[config.mk]
export PLATFORM = sky130hd
export DESIGN_NAME = interval_list_section_cutter_unit
export DESIGN_NICKNAME = d
export VERILOG_FILES = /design/src/sv/ilsc_pkg.sv /design/src/sv/ilsc_ram.sv /design/src/sv/interval_list_section_cutter_unit.sv
export SDC_FILE = /design/constraint.sdc
export NUM_CORES = 2
export LEC_CHECK = 0
export BUFFER_PORTS_ARGS = -buffer_cell sky130_fd_sc_hd__buf_4
export CORE_UTILIZATION = 45
export CTS_CLUSTER_DIAMETER = 200
export DETAILED_ROUTE_END_ITERATION = 6
export HOLD_SLACK_MARGIN = 0.15
export PLACE_DENSITY = 0.62
export SYNTH_ARGS = -nofsm -noshare
export SYNTH_HDL_FRONTEND = slang
export SYNTH_SLANG_ARGS = --single-unit
[constraint.sdc]
create_clock -name clock -period 13.8 [get_ports clock]
set_clock_uncertainty 0.2 [all_clocks]
set_input_delay 3.45 -clock clock [delete_from_list [all_inputs] [get_ports clock]]
set_output_delay 3.45 -clock clock [all_outputs]
set_load 0.005 [all_outputs]
[src/sv/ilsc_pkg.sv]
// Package for the interval list section cutter.
// Holds field widths, request codes and register indexes; no dependencies.
`default_nettype none

package ilsc_pkg;

   // Field widths.
   localparam int ADDR_W   = 32;
   localparam int LEN_W    = 32;
   localparam int COUNT_W  = 6;
   localparam int SLOT_W   = 5;
   localparam int OFF_W    = 33;
   localparam int REGION_W = 32;
   localparam int ENTRY_W  = 2 * ADDR_W;

   // Request function codes.
   localparam logic FUNC_LOAD = 1'b0;
   localparam logic FUNC_CUT  = 1'b1;

   // Configuration register indexes.
   localparam int CSR_INDEX_W = 1;
   localparam logic [CSR_INDEX_W-1:0] CSR_SECTION_LENGTH = 1'b0;
   localparam logic [CSR_INDEX_W-1:0] CSR_INTERVAL_COUNT = 1'b1;

endpackage

`default_nettype wire

[src/sv/ilsc_ram.sv]
// Generic single write port, single read port RAM with a registered read.
// Standalone; used for the interval table of the section cutter.
`default_nettype none

module ilsc_ram #(
   parameter int WIDTH = 64,
   parameter int DEPTH = 32
) (
   input  wire logic                                  clock,
   input  wire logic                                  wr_en,
   input  wire logic [(DEPTH > 1 ? $clog2(DEPTH) : 1)-1:0] wr_addr,
   input  wire logic [WIDTH-1:0]                      wr_data,
   input  wire logic [(DEPTH > 1 ? $clog2(DEPTH) : 1)-1:0] rd_addr,
   output      logic [WIDTH-1:0]                      rd_data
);

   logic [WIDTH-1:0] mem_ff [DEPTH];
   logic [WIDTH-1:0] rd_data_ff;

   // Write port and registered read port.
   always_ff @(posedge clock) begin
      if (wr_en) begin
         mem_ff[wr_addr] <= wr_data;
      end
      rd_data_ff <= mem_ff[rd_addr];
   end

   assign rd_data = rd_data_ff;

endmodule

`default_nettype wire

[src/sv/interval_list_section_cutter_unit.sv]
// Top level of the interval list section cutter: sequencer, step unit and table.
// Depends on ilsc_pkg (widths, codes) and ilsc_ram (interval table).
//
//   Channel   Handshake          Payload
//   request   start / busy       req_func, req_slot, req_interval_begin, req_interval_end
//   response  rsp_strobe         rsp_piece_begin, rsp_piece_end, rsp_piece_valid,
//                                rsp_last_piece, rsp_region_number
//   config    csr_wr_en          csr_index, csr_wr_data
//
// A load request gives no response. A cut request walks the table twice through one
// step unit at one entry per cycle: a counting pass, then an emitting pass over the
// same entries. The table read port sets that pace. Responses come one per cycle
// during the emitting pass and cannot be held off by the receiver. Reset is
// synchronous; the table holds no reset value until loaded.
`default_nettype none

module interval_list_section_cutter_unit #(
   parameter int TABLE_DEPTH = 32
) (
   input  wire logic                                    clock,
   input  wire logic                                    reset,
   // Request channel
   input  wire logic                                    start,
   output      logic                                    busy,
   input  wire logic                                    req_func,
   input  wire logic [ilsc_pkg::SLOT_W-1:0]             req_slot,
   input  wire logic [ilsc_pkg::ADDR_W-1:0]             req_interval_begin,
   input  wire logic [ilsc_pkg::ADDR_W-1:0]             req_interval_end,
   // Response channel
   output      logic                                    rsp_strobe,
   output      logic [ilsc_pkg::ADDR_W-1:0]             rsp_piece_begin,
   output      logic [ilsc_pkg::ADDR_W-1:0]             rsp_piece_end,
   output      logic                                    rsp_piece_valid,
   output      logic                                    rsp_last_piece,
   output      logic [ilsc_pkg::REGION_W-1:0]           rsp_region_number,
   // Configuration port
   input  wire logic                                    csr_wr_en,
   input  wire logic [ilsc_pkg::CSR_INDEX_W-1:0]        csr_index,
   input  wire logic [ilsc_pkg::LEN_W-1:0]              csr_wr_data
);

   localparam int AW = (TABLE_DEPTH > 1) ? $clog2(TABLE_DEPTH) : 1;

   typedef enum logic [1:0] {
      ST_IDLE,
      ST_COUNT,
      ST_EMIT
   } state_type;

   // Registers.
   state_type                           state_ff, state_in;
   logic [ilsc_pkg::LEN_W-1:0]          section_length_ff, section_length_in;
   logic [ilsc_pkg::COUNT_W-1:0]        interval_count_ff, interval_count_in;
   logic [ilsc_pkg::COUNT_W-1:0]        pos_ff, pos_in;
   logic [ilsc_pkg::OFF_W-1:0]          offset_ff, offset_in;
   logic [ilsc_pkg::REGION_W-1:0]       region_ff, region_in;
   logic [ilsc_pkg::COUNT_W-1:0]        walk_pos_ff, walk_pos_in;
   logic [ilsc_pkg::OFF_W-1:0]          walk_off_ff, walk_off_in;
   logic                                walk_first_ff, walk_first_in;
   logic [ilsc_pkg::COUNT_W-1:0]        pieces_ff, pieces_in;
   logic [ilsc_pkg::COUNT_W-1:0]        emitted_ff, emitted_in;
   logic                                rsp_strobe_ff, rsp_strobe_in;
   logic [ilsc_pkg::ADDR_W-1:0]         rsp_begin_ff, rsp_begin_in;
   logic [ilsc_pkg::ADDR_W-1:0]         rsp_end_ff, rsp_end_in;
   logic                                rsp_valid_ff, rsp_valid_in;
   logic                                rsp_last_ff, rsp_last_in;

   // Table port signals.
   logic                                tbl_wr_en;
   logic [AW-1:0]                       tbl_wr_addr;
   logic [ilsc_pkg::ENTRY_W-1:0]        tbl_wr_data;
   logic [AW-1:0]                       tbl_rd_addr;
   logic [ilsc_pkg::ENTRY_W-1:0]        tbl_rd_data;

   // Step unit signals.
   logic [ilsc_pkg::COUNT_W-1:0]        count;
   logic [ilsc_pkg::ADDR_W-1:0]         ent_begin;
   logic [ilsc_pkg::ADDR_W-1:0]         ent_end;
   logic [ilsc_pkg::OFF_W-1:0]          ent_size;
   logic [ilsc_pkg::OFF_W-1:0]          start_off;
   logic [ilsc_pkg::OFF_W-1:0]          clip_start;
   logic                                pos_ok;
   logic                                step_full;
   logic                                step_part;
   logic [ilsc_pkg::ADDR_W-1:0]         piece_begin;
   logic [ilsc_pkg::OFF_W-1:0]          section_off;
   logic                                accept;

   assign accept = start && (state_ff == ST_IDLE);

   // Effective entry count, limited to the table depth.
   assign count = (32'(interval_count_ff) > TABLE_DEPTH) ?
                  ilsc_pkg::COUNT_W'(TABLE_DEPTH) : interval_count_ff;

   // Table loads happen only while idle.
   assign tbl_wr_en   = accept && (req_func == ilsc_pkg::FUNC_LOAD) &&
                        (32'(req_slot) < TABLE_DEPTH);
   assign tbl_wr_addr = AW'(req_slot);
   assign tbl_wr_data = {req_interval_begin, req_interval_end};
   // The read address follows the next walk position, so the data lines up with it.
   assign tbl_rd_addr = AW'(walk_pos_in);

   ilsc_ram #(
      .WIDTH (ilsc_pkg::ENTRY_W),
      .DEPTH (TABLE_DEPTH)
   ) u_table (
      .clock   (clock),
      .wr_en   (tbl_wr_en),
      .wr_addr (tbl_wr_addr),
      .wr_data (tbl_wr_data),
      .rd_addr (tbl_rd_addr),
      .rd_data (tbl_rd_data)
   );

   // Shared step unit: sizes the current entry and decides whole or partial piece.
   assign ent_begin   = tbl_rd_data[ilsc_pkg::ENTRY_W-1:ilsc_pkg::ADDR_W];
   assign ent_end     = tbl_rd_data[ilsc_pkg::ADDR_W-1:0];
   assign ent_size    = (ent_end >= ent_begin) ?
                        {1'b0, ent_end - ent_begin} : '0;
   assign start_off   = walk_first_ff ? offset_ff : '0;
   assign clip_start  = (start_off > ent_size) ? ent_size : start_off;
   assign pos_ok      = walk_pos_ff < count;
   assign step_full   = pos_ok && (walk_off_ff >= ent_size);
   assign step_part   = pos_ok && !step_full && (walk_off_ff != '0);
   assign piece_begin = ent_begin + clip_start[ilsc_pkg::ADDR_W-1:0];
   assign section_off = offset_ff + ilsc_pkg::OFF_W'(section_length_ff);

   // Sequencer next-state logic.
   always_comb begin
      state_in          = state_ff;
      section_length_in = section_length_ff;
      interval_count_in = interval_count_ff;
      pos_in            = pos_ff;
      offset_in         = offset_ff;
      region_in         = region_ff;
      walk_pos_in       = walk_pos_ff;
      walk_off_in       = walk_off_ff;
      walk_first_in     = walk_first_ff;
      pieces_in         = pieces_ff;
      emitted_in        = emitted_ff;
      rsp_strobe_in     = 1'b0;
      rsp_begin_in      = rsp_begin_ff;
      rsp_end_in        = rsp_end_ff;
      rsp_valid_in      = rsp_valid_ff;
      rsp_last_in       = rsp_last_ff;

      // Configuration writes.
      if (csr_wr_en) begin
         unique case (csr_index)
            ilsc_pkg::CSR_SECTION_LENGTH: section_length_in = csr_wr_data;
            ilsc_pkg::CSR_INTERVAL_COUNT:
               interval_count_in = csr_wr_data[ilsc_pkg::COUNT_W-1:0];
            default: ;
         endcase
      end

      unique case (state_ff)
         ST_IDLE: begin
            walk_pos_in = pos_ff;
            if (accept && (req_func == ilsc_pkg::FUNC_CUT)) begin
               walk_off_in   = section_off;
               walk_first_in = 1'b1;
               pieces_in     = '0;
               state_in      = ST_COUNT;
            end
         end

         // Counting pass: find the number of pieces and whether the table wraps.
         ST_COUNT: begin
            if (step_full) begin
               walk_pos_in   = walk_pos_ff + ilsc_pkg::COUNT_W'(1);
               walk_off_in   = walk_off_ff - ent_size;
               walk_first_in = 1'b0;
               pieces_in     = pieces_ff + ilsc_pkg::COUNT_W'(1);
            end else begin
               pieces_in     = pieces_ff + ilsc_pkg::COUNT_W'(step_part);
               region_in     = region_ff + ilsc_pkg::REGION_W'(!pos_ok);
               walk_pos_in   = pos_ff;
               walk_off_in   = section_off;
               walk_first_in = 1'b1;
               emitted_in    = '0;
               state_in      = ST_EMIT;
            end
         end

         // Emitting pass: repeat the walk and send a piece for each whole or partial step.
         ST_EMIT: begin
            if (step_full) begin
               rsp_strobe_in = 1'b1;
               rsp_begin_in  = piece_begin;
               rsp_end_in    = ent_end;
               rsp_valid_in  = 1'b1;
               rsp_last_in   = (emitted_ff == pieces_ff - ilsc_pkg::COUNT_W'(1));
               emitted_in    = emitted_ff + ilsc_pkg::COUNT_W'(1);
               walk_pos_in   = walk_pos_ff + ilsc_pkg::COUNT_W'(1);
               walk_off_in   = walk_off_ff - ent_size;
               walk_first_in = 1'b0;
            end else begin
               if (step_part) begin
                  rsp_strobe_in = 1'b1;
                  rsp_begin_in  = piece_begin;
                  rsp_end_in    = ent_begin + walk_off_ff[ilsc_pkg::ADDR_W-1:0];
                  rsp_valid_in  = 1'b1;
                  rsp_last_in   = 1'b1;
               end else if (pieces_ff == '0) begin
                  // Empty section: a single marker response.
                  rsp_strobe_in = 1'b1;
                  rsp_begin_in  = '0;
                  rsp_end_in    = '0;
                  rsp_valid_in  = 1'b0;
                  rsp_last_in   = 1'b1;
               end
               // Commit the new position; running off the table restarts it.
               pos_in      = pos_ok ? walk_pos_ff : '0;
               offset_in   = pos_ok ? walk_off_ff : '0;
               walk_pos_in = pos_ok ? walk_pos_ff : '0;
               state_in    = ST_IDLE;
            end
         end

         default: state_in = ST_IDLE;
      endcase
   end

   // State and registered outputs.
   always_ff @(posedge clock) begin
      if (reset) begin
         state_ff          <= ST_IDLE;
         section_length_ff <= ilsc_pkg::LEN_W'(1);
         interval_count_ff <= '0;
         pos_ff            <= '0;
         offset_ff         <= '0;
         region_ff         <= '0;
         walk_pos_ff       <= '0;
         rsp_strobe_ff     <= 1'b0;
      end else begin
         state_ff          <= state_in;
         section_length_ff <= section_length_in;
         interval_count_ff <= interval_count_in;
         pos_ff            <= pos_in;
         offset_ff         <= offset_in;
         region_ff         <= region_in;
         walk_pos_ff       <= walk_pos_in;
         rsp_strobe_ff     <= rsp_strobe_in;
      end
      walk_off_ff   <= walk_off_in;
      walk_first_ff <= walk_first_in;
      pieces_ff     <= pieces_in;
      emitted_ff    <= emitted_in;
      rsp_begin_ff  <= rsp_begin_in;
      rsp_end_ff    <= rsp_end_in;
      rsp_valid_ff  <= rsp_valid_in;
      rsp_last_ff   <= rsp_last_in;
   end

   assign busy              = (state_ff != ST_IDLE);
   assign rsp_strobe        = rsp_strobe_ff;
   assign rsp_piece_begin   = rsp_begin_ff;
   assign rsp_piece_end     = rsp_end_ff;
   assign rsp_piece_valid   = rsp_valid_ff;
   assign rsp_last_piece    = rsp_last_ff;
   assign rsp_region_number = region_ff;

endmodule

`default_nettype wire

# Word level (Yosys, flattened, before mapping)
# Memories as Yosys holds them, arrays and structs flattened. A register that Yosys moved wholly into a read port is not among the register bits.
# Index checks and enable logic that the tools add are counted.
[word_totals]
regBits = 230
mem_bits_rw = 2048
input_bits = 107
output_inout_bits = 100
wordCells = 113
memories = 1
[classes]
n_addsub = 11
order_cmp = 5
n_eq_ne = 7
muxes = 41
bitwise_logic = 4
n_reduce_logical = 27
[mem_list]
columns = ["name", "words", "word_bits", "rd", "rd_clocked_by_memory_dff", "write_ports", "line_no", "source"]
rows = [
  ["u_table.mem_ff", 32, 64, 1, 1, 1, "ilsc_ram.sv:17", "logic [WIDTH-1:0] mem_ff [DEPTH];"],
]
[ops]
columns = ["cell", "n"]
rows = [
  ["32-bit 2-to-1 mux", 7],
  ["33-bit 2-to-1 mux", 5],
  ["33-bit case mux with 3 select lines", 1],
  ["32-bit adder", 2],
  ["6-bit 2-to-1 mux", 8],
  ["33-bit by 32-bit adder with 33-bit output", 1],
  ["33-bit by 32-bit >= comparator with 1-bit output", 1],
  ["33-bit by 32-bit > comparator with 1-bit output", 1],
  ["33-bit nonzero test", 1],
  ["33-bit by 32-bit subtractor with 33-bit output", 1],
  ["32-bit by 1-bit adder with 32-bit output", 1],
  ["32-bit >= comparator", 1],
  ["32-bit subtractor", 1],
  ["6-bit case mux with 2 select lines", 2],
  ["6-bit by 1-bit adder with 6-bit output (second input constant)", 3],
  ["6-bit case mux with 3 select lines", 1],
  ["1-bit 2-to-1 mux", 12],
  ["2-bit AND reduction", 6],
  ["3-bit AND reduction", 3],
  ["6-bit by 1-bit adder with 6-bit output", 1],
  ["6-bit equality test", 1],
  ["6-bit > comparator (second input constant)", 1],
  ["1-bit logical AND", 6],
  ["6-bit logical NOT", 1],
  ["other kinds (15)", 27],
]

# Longest topological paths before layout
[logic_depth]
depth_word = 10
depth_mapped = 44
depth_no_buf = 43

# Hierarchy
# A second synthesis with hierarchy kept.
[unflattened]
cells_unflattened = 5299
hier_area_um2 = 97663.7
[modules_own_cells]
columns = ["mod", "instances", "cells_each", "area_each_um2", "seq_area_each_um2"]
rows = [
  ["ilsc_ram", 1, 3096, 78964.5, 62780.2],
  ["interval_list_section_cutter_unit", 1, 2203, 18699.2, 5725.5],
]

# Worst setup path after synthesis
# OpenSTA, ideal clock, no wires.
[synth_timing]
path_type = "register to register"
from = "reg u_table.rd_data_ff[0] (netlist: u_table.rd_data[0]) (read register of u_table.mem_ff)"
to = "reg rsp_last_ff (netlist: rsp_last_piece) (enable)"
setup_time_ns = 0.513
arrival_time_ns = 8.348
t_required_ns = 13.087
path_slack_ns = 4.740
stages_incl_launch_ff = 27
n_path_buf = 2
synth_period_minus_slack_ns = 9.060
cell_sequence = "dfxtp_1 > inv_1 > ha_1 > inv_1 > fa_1 > a21oi_1 > o21ai_0 > a21oi_1 > nand2b_1 > a21oi_1 > a21oi_1 > o21ai_1 > a211oi_1 > o21bai_1 > clkbuf_1 > buf_1 > nand2_1 > ha_1 > nand3_1 > o21bai_1 > a21oi_1 > o21ai_1 > a2111oi_4 > nor2_1 > nor2_1 > nor2_1 > a21oi_1"
[synth_between]
elab_chain_len = 9
elab_cells_between_ends = 10
cone_classes = "1 x add/sub; 2 x order compare; 1 x mux; 6 x reduce/logical"
[synth_rtl]
columns = ["item", "line_no", "source"]
rows = [
  ["start: declaration", "ilsc_ram.sv:18", "logic [WIDTH-1:0] rd_data_ff;"],
  ["32-bit subtractor or 32-bit >= comparator (tied branches)", "interval_list_section_cutter_unit.sv:119, interval_list_section_cutter_unit.sv:118", ""],
  ["32-bit 2-to-1 mux *", "interval_list_section_cutter_unit.sv:118", "assign ent_size = (ent_end >= ent_begin) ?"],
  ["33-bit by 32-bit >= comparator with 1-bit output *", "interval_list_section_cutter_unit.sv:123", "assign step_full = pos_ok && (walk_off_ff >= ent_size);"],
  ["1-bit logical AND *", "interval_list_section_cutter_unit.sv:123", ""],
  ["1-bit logical NOT", "interval_list_section_cutter_unit.sv:124", "assign step_part = pos_ok && !step_full && (walk_off_ff != '0);"],
  ["1-bit logical AND (2 in series)", "interval_list_section_cutter_unit.sv:124", ""],
  ["3-bit nonzero test (no line) *", "-", ""],
  ["2-bit AND reduction (no line) *", "-", ""],
  ["end signal: assignment", "interval_list_section_cutter_unit.sv:253", "rsp_last_ff <= rsp_last_in;"],
  ["end: declaration", "interval_list_section_cutter_unit.sv:66", "logic rsp_last_ff, rsp_last_in;"],
]
# Every way passes the cells marked *; elsewhere a longest branch is shown, timed or not.
# A chain may end at the register's enable or synchronous reset.

# Final worst setup path
[layout_timing]
from = "reg u_table.rd_data_ff[33] (netlist: u_table.rd_data[33]) (read register of u_table.mem_ff)"
to = "reg rsp_begin_ff, in the netlist rsp_piece_begin[31] (data pin)"
[layout_between]
elab_chain_len = 9
elab_cells_between_ends = 13
cone_classes = "2 x add/sub; 3 x order compare; 4 x mux; 4 x reduce/logical"
[layout_rtl]
columns = ["item", "line_no", "source"]
rows = [
  ["branches (longest 8 deep; another with 33-bit by 32-bit > comparator with 1-bit output)", "-", ""],
  ["32-bit 2-to-1 mux *", "interval_list_section_cutter_unit.sv:188", "if (step_full) begin"],
  ["end signal: assignment", "interval_list_section_cutter_unit.sv:250", "rsp_begin_ff <= rsp_begin_in;"],
  ["end: declaration", "interval_list_section_cutter_unit.sv:63", "logic [ilsc_pkg::ADDR_W-1:0] rsp_begin_ff, rsp_begin_in;"],
]
# Every way passes the cells marked *.

==> results.txt <==
Clock slew at reported path FFs -> 0.06 ns
Top_reg_cell synth -> edfxtp_1
Crit-path most repeated cell -> a21o_1
Dpl hpwl -> 176 mm
Postcts setup bufs -> 0
Power Dens Cells -> 173 nW/µm²
Netlist Area Pre-Place -> 98400 µm²
Vias -> 62700
Die ar. -> 220000 µm²
Fin nets -> 7488
Starting DRT DRC Count -> 7811
Minimum clock period after layout -> 10.70 ns
Area grow syn2layout -> 12.7%
Commonest non-fill, non-tap cell in the layout -> edfxtp_1
Number of enable flip-flop cells after synthesis -> 2160
Layout cell share with drive strength beyond 1 -> 13.2%
Layout Cells excl Fill -> 10200
Vias in the first global route -> 59700
Site Rows -> 171
Crit path max fanout -> 53
Fin. Hold Viols -> 0
ANT nets after route -> 0
Vias/cell -> 6.13
CTS Hold Bufs -> 0
Worst path arrival time -> 11.05 ns
Overflow after GRT -> 0
First-pass GRT wire length -> 426 mm
Gpl congestion -> 0.893
Die H -> 470 µm
Clk sinks -> 2342
Maximum VDD drop -> 0.128 mV
Max cap viols -> 0
Syn_nets -> 7236
Crit path kind -> flop to flop
Period utilization -> 77.5%
Max_slew headroom -> 16.1%
Largest net degree at the start of global routing -> 154
Hold WC Path Type -> flop to flop
Lkg Pwr -> 0.0389 µW
Synthesized flop and latch total -> 2342
Startpoint type of the worst setup path -> flop
DR pass1 iterations -> 6
PortBufs -> 206
Sequential fraction of the synthesis area -> 69.6%
Worst skew pair latency -> 0.88 ns
Yosys cell types -> 95
# IOs -> 207
Post-cts resize count -> 0
Slew Viols, Final -> 0
CTS tree -> done
Syn Area/Cell -> 14.2 µm²
Cells after Synth -> 6914
Starting Density -> 45.3%
GRT Total Usage -> 26.5%
RSZ-0062 raised after global routing -> false
DP Cell Count -> 9784
Slew of the pin with the lowest slew margin -> 1.26 ns
Yosys warns -> 0
Critical Path RT -> 14.15 ns
Fmax -> 93.5 MHz
Maximum root-to-sink buffer count -> 3
Final core utilization -> 51.1%
Num CTS Buffers -> 234
CP Capture Type -> flop
Status -> complete, no violations
Slowest cell on the critical path -> a2111oi_0
Max incr delay on CP -> 0.97 ns
DR DRC count -> 0
Setup TNS -> 0 ns
Final setup fails -> 0
Commonest non-fill, non-tap cells in the layout -> edfxtp_1 (2160), nand2_1 (1048), buf_4 (363), a21oi_1 (336), nand3_1 (267)
CORE AREA -> 217000 µm²
CTS root buffer -> clkbuf_16
Ys async rst share -> 0%
Die Wd -> 470 µm
WL/cell -> 29.2 µm
WL final -> 298 mm
Initial antenna violation count -> 33
CTS H-tree depth -> 4
-- logic make-up after synthesis --
kind of cell             Yosys count  synth area share (%)
AO/OA/AOI/OAI                   1421                  9.59
XOR/XNOR                         179                  1.59
adder cells (fa/ha/maj)          215                  2.77
buffers and inverters            485                  2.39
flip-flops                      2342                  69.6
multiplexers                     332                  5.30
AND/OR/NAND/NOR                 1940                  8.71
-- cell type report --
cell class | count | area (µm²)
diodes | 10 | 25.0
clock buffers | 326 | 6460
clock inverters | 113 | 932
fillers | 18000 | 106000
inverters | 125 | 469
multi-input cells | 4087 | 27900
flip-flops and latches | 2342 | 68500
well taps | 2854 | 3570
repair buffers | 376 | 2990
-- cells in the mapped netlist, types with 12 or more instances --
master / n / area share (%)
a211oi_1: 22 / 0.17
nor3_1: 38 / 0.19
o21ai_0: 248 / 1.3
nor2_1: 260 / 0.99
xor2_1: 80 / 0.71
dfxtp_1: 182 / 3.7
inv_1: 123 / 0.47
a31oi_1: 132 / 0.84
a21oi_1: 339 / 1.7
a21o_1: 84 / 0.64
nor4_1: 13 / 0.083
buf_2: 85 / 0.43
a22oi_1: 87 / 0.66
buf_6: 33 / 0.38
o21a_1: 40 / 0.31
and3_1: 127 / 0.81
a211oi_2: 15 / 0.19
nand4_1: 85 / 0.54
a2111oi_0: 12 / 0.11
buf_4: 23 / 0.18
a221oi_1: 127 / 1.1
o21bai_1: 30 / 0.23
nand3_1: 267 / 1.4
xnor2_1: 99 / 0.88
ha_1: 210 / 2.7
buf_1: 29 / 0.11
mux2i_1: 174 / 1.8
and2_1: 18 / 0.11
a311oi_1: 29 / 0.26
nand2_1: 1050 / 4.0
a22o_1: 34 / 0.30
clkbuf_1: 183 / 0.70
o211ai_1: 24 / 0.18
o22ai_1: 67 / 0.43
mux4_2: 150 / 3.4
edfxtp_1: 2160 / 66
o21ai_1: 32 / 0.16
nor2b_1: 18 / 0.11
or3_1: 15 / 0.095
-- worst max-delay path: cells and delay by family, from the launching register on --
family	cells	cell delay [ns]
flops	1	0.42
compound gates	27	7.37
xor+xnor	2	0.40
fa+ha+maj	3	0.84
buf+inv	2	0.48
simple gates	5	0.69
-- state kept, by name, summed over array words and instances (netlist names), 6 cells and up --
name,count
rsp_piece_begin,32
offset_ff,33
rsp_piece_end,32
u_table.mem_ff,2048
pos_ff,6
u_table.rd_data,64
walk_pos_ff,6
pieces_ff,6
section_length_ff,32
interval_count_ff,6
emitted_ff,6
rsp_region_number,32
walk_off_ff,33
-- layer usage --
layer / share of wire (%) / up-vias / track usage (%)
li1: - / 27200 / -
met1: 41 / 31800 / 37.4
met2: 46 / 3196 / 41.6
met3: 8.8 / 544 / 3.97
met4: 4.0 / 20 / 9.80
met5: 0.044 / - / 0
-- path summary, 6_finish.rpt --
kind	start	to	slack (ns)	cells after the start
max	u_table.rd_data[33]	rsp_piece_begin[31]	3.10	39
min	section_length_ff[28]	section_length_ff[28]	0.27	2
max reg2reg	u_table.rd_data[33]	rsp_piece_begin[31]	3.10	39
min reg2reg	section_length_ff[28]	section_length_ff[28]	0.27	2
-- power by group --
part           leakage [µW]  internal [µW]  switching (µW)
clock network       0.00360           3420            2730
logic                0.0143           1720            3100
registers            0.0210           8000             242
-- metrics by stage --
stage,worst slack [ns],power [µW],cell area [µm²],hold WS [ns]
4_1_cts,3.07,19200,111000,0.272
6_report,3.10,19200,111000,0.275
3_3_place_gp,3.20,13100,103000,0.255
5_1_grt,2.31,19900,111000,0.286
3_5_place_dp,3.17,13100,103000,0.261
2_1_floorplan,4.74,11600,98400,0.231
(Power assumes the default switching activity.)
